===== src/hw/rtl/lppd_pkg.sv =====
// Package for the length-prefixed packet deframer: header layout constants and result type.
package lppd_pkg;

   localparam int unsigned HEADER_BYTES = 20;
   // Payload lengths stay below 2**31, so the byte position needs 31 bits.
   localparam int unsigned POS_W        = 31;
   localparam int unsigned LEN_END      = 4;
   localparam int unsigned VER_END      = 8;
   localparam int unsigned CMD_END      = 12;

   typedef struct packed {
      logic        length_error;
      logic        end_of_packet;
      logic        byte_present;
      logic [7:0]  payload_byte;
      logic [31:0] command_code;
   } rsp_type;

endpackage


===== src/hw/rtl/length_prefixed_packet_deframer.sv =====
// Top level of the length-prefixed packet deframer.
// Takes one stream byte per cycle if ready and splits it into packets, each opening with
// a 20-byte little-endian header: total length (bytes 0..3, header included), version
// (4..7), command (8..11), then ignored bytes. Payload bytes of packets whose version
// equals the csr-written accepted version (reset 1) leave as one result item each, tagged
// with the command, the final one with tlast set; a packet with no payload gives one
// command-only item with tlast. Other versions are consumed without results. A total
// length below 20 (or with bit 31 set) gives one item with the length error flag on the
// last header byte, and the next byte starts a new header. The byte position counter and
// header registers are updated at acceptance and the result goes to an output register, so
// a new item is accepted in every cycle in which the output register is empty or being
// drained.
module length_prefixed_packet_deframer (
   input  logic        clock,
   input  logic        reset,
   input  logic        req_tvalid,
   output logic        req_tready,
   input  logic [7:0]  req_tdata,   // [7:0] stream_byte
   output logic        rsp_tvalid,
   input  logic        rsp_tready,
   output logic [39:0] rsp_tdata,   // [31:0] command_code, [39:32] payload_byte
   output logic        rsp_tlast,   // end_of_packet
   output logic [1:0]  rsp_tuser,   // [0] byte_present, [1] length_error
   input  logic        csr_valid,
   output logic        csr_ready,
   input  logic [31:0] csr_data     // accepted_version
);
   import lppd_pkg::*;

   logic             in_payload_ff, in_payload_in;
   logic [POS_W-1:0] pos_ff, pos_in;
   logic [31:0]      total_length_ff, total_length_in;
   logic [31:0]      version_ff, version_in;
   logic [31:0]      command_ff, command_in;
   logic [31:0]      accepted_version_ff;
   logic             rsp_valid_ff, rsp_valid_in;
   rsp_type          rsp_ff, rsp_in;
   logic             emit;
   logic             req_accept;
   logic [POS_W-1:0] pos_next;
   logic [7:0]       lane_mask;

   function automatic logic [31:0] put_byte(logic [31:0] word, logic [1:0] lane,
                                            logic [7:0] b);
      logic [31:0] w;
      w = word;
      w[lane*8 +: 8] = b;
      return w;
   endfunction

   assign req_tready = !rsp_valid_ff || rsp_tready;
   assign req_accept = req_tvalid && req_tready;
   assign csr_ready  = 1'b1;
   assign pos_next   = pos_ff + POS_W'(1);
   assign lane_mask  = 8'hFF;

   always_comb begin
      in_payload_in   = in_payload_ff;
      pos_in          = pos_ff;
      total_length_in = total_length_ff;
      version_in      = version_ff;
      command_in      = command_ff;
      emit            = 1'b0;
      rsp_in          = '0;
      if (req_accept) begin
         if (!in_payload_ff) begin
            priority if (pos_ff < POS_W'(LEN_END)) begin
               total_length_in = put_byte(total_length_ff, pos_ff[1:0], req_tdata & lane_mask);
            end else if (pos_ff < POS_W'(VER_END)) begin
               version_in = put_byte(version_ff, pos_ff[1:0], req_tdata);
            end else if (pos_ff < POS_W'(CMD_END)) begin
               command_in = put_byte(command_ff, pos_ff[1:0], req_tdata);
            end else begin
               // padding and ignored data length
            end
            pos_in = pos_next;
            if (pos_ff == POS_W'(HEADER_BYTES - 1)) begin
               priority if (total_length_ff[31] || total_length_ff < 32'(HEADER_BYTES)) begin
                  // drop the header and restart
                  pos_in              = '0;
                  emit                = 1'b1;
                  rsp_in.length_error = 1'b1;
               end else if (total_length_ff == 32'(HEADER_BYTES)) begin
                  pos_in = '0;
                  if (version_ff == accepted_version_ff) begin
                     emit                = 1'b1;
                     rsp_in.command_code = command_ff;
                     rsp_in.end_of_packet = 1'b1;
                  end
               end else begin
                  in_payload_in = 1'b1;
               end
            end
         end else begin
            pos_in = pos_next;
            rsp_in.command_code = command_ff;
            rsp_in.payload_byte = req_tdata;
            rsp_in.byte_present = 1'b1;
            if (pos_next >= total_length_ff[POS_W-1:0]) begin
               rsp_in.end_of_packet = 1'b1;
               in_payload_in        = 1'b0;
               pos_in               = '0;
            end
            emit = (version_ff == accepted_version_ff);
         end
      end
   end

   always_comb begin
      if (req_accept) begin
         rsp_valid_in = emit;
      end else if (rsp_tready) begin
         rsp_valid_in = 1'b0;
      end else begin
         rsp_valid_in = rsp_valid_ff;
      end
   end

   always_ff @(posedge clock) begin
      if (reset) begin
         in_payload_ff       <= 1'b0;
         pos_ff              <= '0;
         total_length_ff     <= '0;
         version_ff          <= '0;
         command_ff          <= '0;
         accepted_version_ff <= 32'd1;
         rsp_valid_ff        <= 1'b0;
      end else begin
         in_payload_ff   <= in_payload_in;
         pos_ff          <= pos_in;
         total_length_ff <= total_length_in;
         version_ff      <= version_in;
         command_ff      <= command_in;
         rsp_valid_ff    <= rsp_valid_in;
         if (csr_valid && csr_ready) begin
            accepted_version_ff <= csr_data;
         end
      end
   end

   // hold the result until it is taken
   always_ff @(posedge clock) begin
      if (req_accept && emit) begin
         rsp_ff <= rsp_in;
      end
   end

   assign rsp_tvalid = rsp_valid_ff;
   assign rsp_tdata  = {rsp_ff.payload_byte, rsp_ff.command_code};
   assign rsp_tlast  = rsp_ff.end_of_packet;
   assign rsp_tuser  = {rsp_ff.length_error, rsp_ff.byte_present};

endmodule

===== config.mk =====
export PLATFORM = sky130hd
export DESIGN_NAME = length_prefixed_packet_deframer
export DESIGN_NICKNAME = d
export VERILOG_FILES = /design/src/hw/rtl/lppd_pkg.sv /design/src/hw/rtl/length_prefixed_packet_deframer.sv
export SDC_FILE = /design/constraint.sdc
export NUM_CORES = 1
export LEC_CHECK = 0
export BUFFER_PORTS_ARGS = -buffer_cell sky130_fd_sc_hd__buf_2
export CAP_MARGIN = 10
export CORE_ASPECT_RATIO = 1.25
export CORE_MARGIN = 4
export CORE_UTILIZATION = 41
export CTS_CLUSTER_SIZE = 40
export DETAILED_ROUTE_END_ITERATION = 8
export SYNTH_ARGS = -nofsm -noshare
export SYNTH_HDL_FRONTEND = slang
export SYNTH_SLANG_ARGS = --single-unit

===== constraint.sdc =====
create_clock -name clock -period 5.4 [get_ports clock]
set_input_delay 0.54 -clock clock [delete_from_list [all_inputs] [get_ports clock]]
set_output_delay 0.54 -clock clock [all_outputs]
set_load 0.02 [all_outputs]

## After elaboration in Yosys (flattened, before gate mapping)

Index checks and enable logic that the tools add are counted.

| operators by class | value |
|---|---|
| add/sub/neg operators | 2 |
| $lt $le $gt $ge | 5 |
| eq/ne operators | 3 |
| shift-type cells | 2 |
| mux-type cells | 32 |
| bitwise operators | 5 |
| reduce and logical (&&, ||, !) cells | 11 |

Operators with widths:

| cell | count |
|---|---|
| $mux 32 | 5 |
| $mux 31 | 5 |
| $bwmux 32 | 3 |
| $lt 31x4->1 const B | 2 |
| $neg 5->34 | 1 |
| $shift 8x34->32 const A | 1 |
| $shiftx 8x34->32 | 1 |
| $eq 32x32->1 | 1 |
| $eq 32x5->1 const B | 1 |
| $lt 32x5->1 const B | 1 |
| $add 31x1->31 const B | 1 |
| $eq 31x5->1 const B | 1 |
| $ge 31x31->1 | 1 |
| $lt 31x3->1 const B | 1 |
| $mux 1 | 18 |
| $mux 9 | 1 |
| $not 1->1 | 5 |
| $reduce_and 5->1 | 1 |
| $reduce_and 4->1 | 1 |
| $reduce_and 3->1 | 1 |
| $reduce_or 3->1 | 1 |
| $logic_and 1x1->1 | 2 |
| $logic_or 1x1->1 | 2 |
| $reduce_and 2->1 | 1 |
| 2 further kinds | 2 |

| storage, ports and cells | value |
|---|---|
| register bits after elaboration | 204 |
| bits of input ports | 45 |

## Depth between registers and ports, before layout

| logic depth | value |
|---|---|
| depth after elaboration | 8 |
| depth in mapped cells | 17 |
| depth with buffers taken out | 15 |

## Worst setup path after synthesis

No wires, ideal clock.

| timing | value |
|---|---|
| path type | reg-to-reg |
| start point | register pos_ff[0] |
| end point | register pos_ff[6] |
| setup time | 93 ps |
| data arrival time | 4069 ps |
| required time | 5307 ps |
| path slack | 1239 ps |
| cell stages (with the launch flop) | 18 |
| path buffers | 2 |
| period minus slack after synthesis | 4161 ps |
| cells stage by stage | dfxtp_1 > ha_1 > nand3_1 > or3_1 > nor2_1 > and3_1 > clkbuf_1 > nand4_1 > xnor2_1 > ha_1 > nand4_1 > nor4_1 > a221oi_1 > o21ai_0 > o31ai_1 > clkbuf_1 > nand2_1 > o32ai_1 |

| between the ends | value |
|---|---|
| word-level cells in the longest chain between the ends | 5 |

Ends and longest elaborated chain:

| item | RTL line | RTL |
|---|---|---|
| start: declaration | length_prefixed_packet_deframer.sv:31 | `logic [POS_W-1:0] pos_ff, pos_in;` |
| start signal: assignment | length_prefixed_packet_deframer.sv:130 | `pos_ff <= pos_in;` |
| branches (longest 4 deep; another with $add 31x1->31) | n/a |  |
| $mux 31 * | length_prefixed_packet_deframer.sv:66 | `if (!in_payload_ff) begin` |

Every way passes the cells marked *.
A chain may end at the register's enable or synchronous reset.

## Final worst setup path

| timing | value |
|---|---|
| start point | register pos_ff[0] |
| end point | register pos_ff[8] |

Same word-level chain as after synthesis.

==> summary.md <==
| Metric | Value |
|---|---|
| Status | `completed` |
| Number of vias per cell | `5.459` |
| Post-CTS Setup Repair Bufs | `0` |
| Syn Nets | `about 1200` |
| Worst-skew pair later-pin latency | `0.51 ns` |
| Port Buffers | `89` |
| Final GP Congestion | `0.8524` |
| CP Launch Type | `register` |
| Peak VDD IR | `369.4 uV` |
| Static leakage | `3.895 nW` |
| # IOs | `91` |
| Final hold slack | `0.2638 ns` |
| Hold Buf Count CTS | `0` |
| Die X | `144.9 um` |
| Final Hold Viols | `0` |
| Synth Area per Inst | `8.971 sq um` |
| Die footprint | `25960 sq um` |
| NumNets Final | `1203` |
| Residual DRC | `0` |
| RSZ-0062 raised after global routing | `false` |
| Area of the core | `23040 sq um` |
| Max-Cap Viols | `0` |
| Vert. Die Dim | `179.2 um` |
| Layout cells sized above 1 | `between 10% and 20%` |
| Area growth syn-to-layout | `14.23%` |
| Sw frac | `23.04%` |
| Post-synth EDFFs | `43` |
| Slew @ Worst Pin | `around 1.1 ns` |
| H-tree Lvls | `1` |
| First-pass GRT wire length | `between 40000 and 50000 um` |
| Worst hold-check path type | `in -> reg` |
| Post-place instance area | `10150 sq um` |
| Avg WL per Cell | `17.97 um` |
| Logic pwr share | `under 10%` |
| CP Data Arrival Time | `between 5 and 6 ns` |
| Final HPWL DP | `17800 um` |
| Root buf cell | `clkbuf_16` |
| Initial antenna violation count | `0` |
| CTS Buf Count | `22` |
| Fmax | `a little over 200 MHz` |
| Fin Setup TNS | `0 ns` |
| Crit end category | `register` |
| Antenna Nets Post-Route | `0` |
| Part of the power in registers | `between 40% and 50%` |
| Flops & latches, synth | `204` |
| Cell Area, Synth | `9608 sq um` |
| CTS Buffer Depth | `3` |
| Starting density of the core | `between 40% and 50%` |
| Cell internal pwr | `around 2.7 mW` |
| Max-slew violations | `0` |
| Design area | `10980 sq um` |
| Rel. slew slack | `27.77%` |
| Total power | `3.470 mW` |
| Cell area power density | `316.2 nW/um^2` |
| Routed wire length | `25650 um` |
| Synthesis Warnings | `0` |
| Largest net degree at the start of global routing | `82` |
| Ys async rst share | `0%` |
| Clock Power Share | `48.2%` |
| Crit path max fanout | `10` |
| Tmin final | `4.847 ns` |
| Vias in the first global route | `7394` |
| Fillers | `2211` |
| TritonRoute pass-1 iters | `5` |
| WP data required | `5.81 ns` |
| Row Count | `62` |
| Clock transition at path regs | `0.06 ns` |
| Netlist cell types | `between 40 and 50` |
| Syn Inst Count | `1071` |
| Tcrit/Tclk final | `89.77%` |
| Prevailing post-synth register cell | `dfxtp_1` |
| Sink Count | `204` |
| Endpoints failing setup | `0` |
| CTS resizes | `0` |
| Via count | `about 7800` |
| CTS tree | `built` |
| Critical path class | `reg -> reg` |
| Global route total overflow | `0` |
| Worst Skew | `0.01157 ns` |
| Gr usage total | `19.24%` |
| First DRT Iteration DRCs | `approximately 560` |
| Psw | `799.5 uW` |
| Sequential area share after synthesis | `46.99%` |
-- stage by stage --
stage	cells	setup WS (ns)	util (%)
2_1_floorplan	1071	1.239	-
3_3_place_gp	1386	0.7032	44.05
3_5_place_dp	1386	0.5469	44.05
4_1_cts	1426	0.5867	47.63
5_1_grt	1426	0.09369	47.63
6_report	1427	0.5526	47.64
-- synth_stat cells, drive strengths merged, types with 25 or more instances --
cell type	n	area share, %
nand3	119	6.2
edfxtp	43	13
mux2i	32	3.3
a21oi	117	6.1
clkbuf	45	2.1
xnor2	53	4.8
buf	25	1.8
dfxtp	161	34
nor2	61	2.4
nand2	140	5.5
and3	26	1.7
and2	38	2.6
inv	46	1.8
ha	36	4.7
-- path summary, 6_finish.rpt --
path | start | to | slack (ns) | cells past startpoint
worst max-delay path | pos_ff[0] | pos_ff[8] | 0.55 | 15
worst min-delay path | csr_data[27] | accepted_version_ff[27] | 0.26 | 3
worst max register to register | pos_ff[0] | pos_ff[8] | 0.55 | 15
worst min register to register | command_ff[21] | command_ff[21] | 0.45 | 2
-- cell families (layout without fill, tap and decap cells) --
family | count (synthesis) | after routing | share of synthesized area [%]
other | 1 | 2 | 0.03903
buffers and inverters | 116 | 183 | 5.678
and+or+nand+nor | 448 | 448 | 22.89
muxes | 32 | 32 | 3.334
DFF | 204 | 204 | 46.99
xor gates and xnor gates | 60 | 60 | 5.470
adders and majority gates | 36 | 36 | 4.688
AOI/OAI and AO/OA | 174 | 174 | 10.91
-- worst max-delay path, stage by stage (launching register included) --
cell,delay (ns)
dfxtp_1,0.52
ha_1,0.23
nand3_1,0.17
or3_1,0.46
nor2_1,0.38
and3_1,0.37
nand4_1,0.15
xnor2_1,0.23
ha_1,0.28
nand4_1,0.11
nor4_1,0.07
a221oi_1,0.24
o21ai_0,0.32
o31ai_4,0.50
nand2_1,0.37
o32ai_1,0.33
-- power by group through the flow --
| stage | sequential (mW) | combinational [mW] | clock (mW) |
|---|---|---|---|
| 6_report | 1.59 | 0.212 | 1.67 |
| 5_1_grt | 1.59 | 0.232 | 1.77 |
| 4_1_cts | 1.59 | 0.212 | 1.71 |
| 3_5_place_dp | 1.62 | 0.211 | 0 |
| 3_3_place_gp | 1.62 | 0.211 | 0 |
| 2_1_floorplan | 1.61 | 0.145 | 0 |
-- registers in the layout (all words and copies together), names as in the netlist --
name and flops:
pos_ff 31, rsp_tuser 2, command_ff 32, rsp_tdata 40, total_length_ff 32, rsp_tlast 1
version_ff 32, accepted_version_ff 32, rsp_tvalid 1, in_payload_ff 1
-- per-layer routing --
layer	global-route usage, %	wire [um]	up-vias
li1	-	-	3860
met1	24.04	10960	3723
met2	35.47	13300	172
met3	2.351	919	35
met4	4.871	471	0
met5	0	0	-
-- area by class of cell --
cell class	count	area (sq um)	area share (%)
Multi-Input combinational cell	751	4594	41.86
Clock inverter	8	132.6	1.208
Tap cell	288	360.3	3.283
Clock buffer	32	690.7	6.293
Antenna cell	1	2.502	0.02280
Timing Repair Buffer	97	508.0	4.628
Sequential cell	204	4514	41.13
Inverter	46	172.7	1.573
-- layout by cell type, fill, tap and decap left out, types with 7 or more instances in the layout --
cell,count
dfxtp_1,161
nand2_1,140
nand3_1,119
a21oi_1,117
buf_2,88
nor2_1,59
xnor2_1,53
inv_1,45
edfxtp_1,43
ha_1,36
and2_1,34
mux2i_1,32
clkbuf_16,24
and3_1,23
nand4_1,19
a32o_1,19
nor4_1,15
o21ai_0,11
buf_4,9
nor3_1,8
xor2_1,7
(Power assumes the default switching activity.)
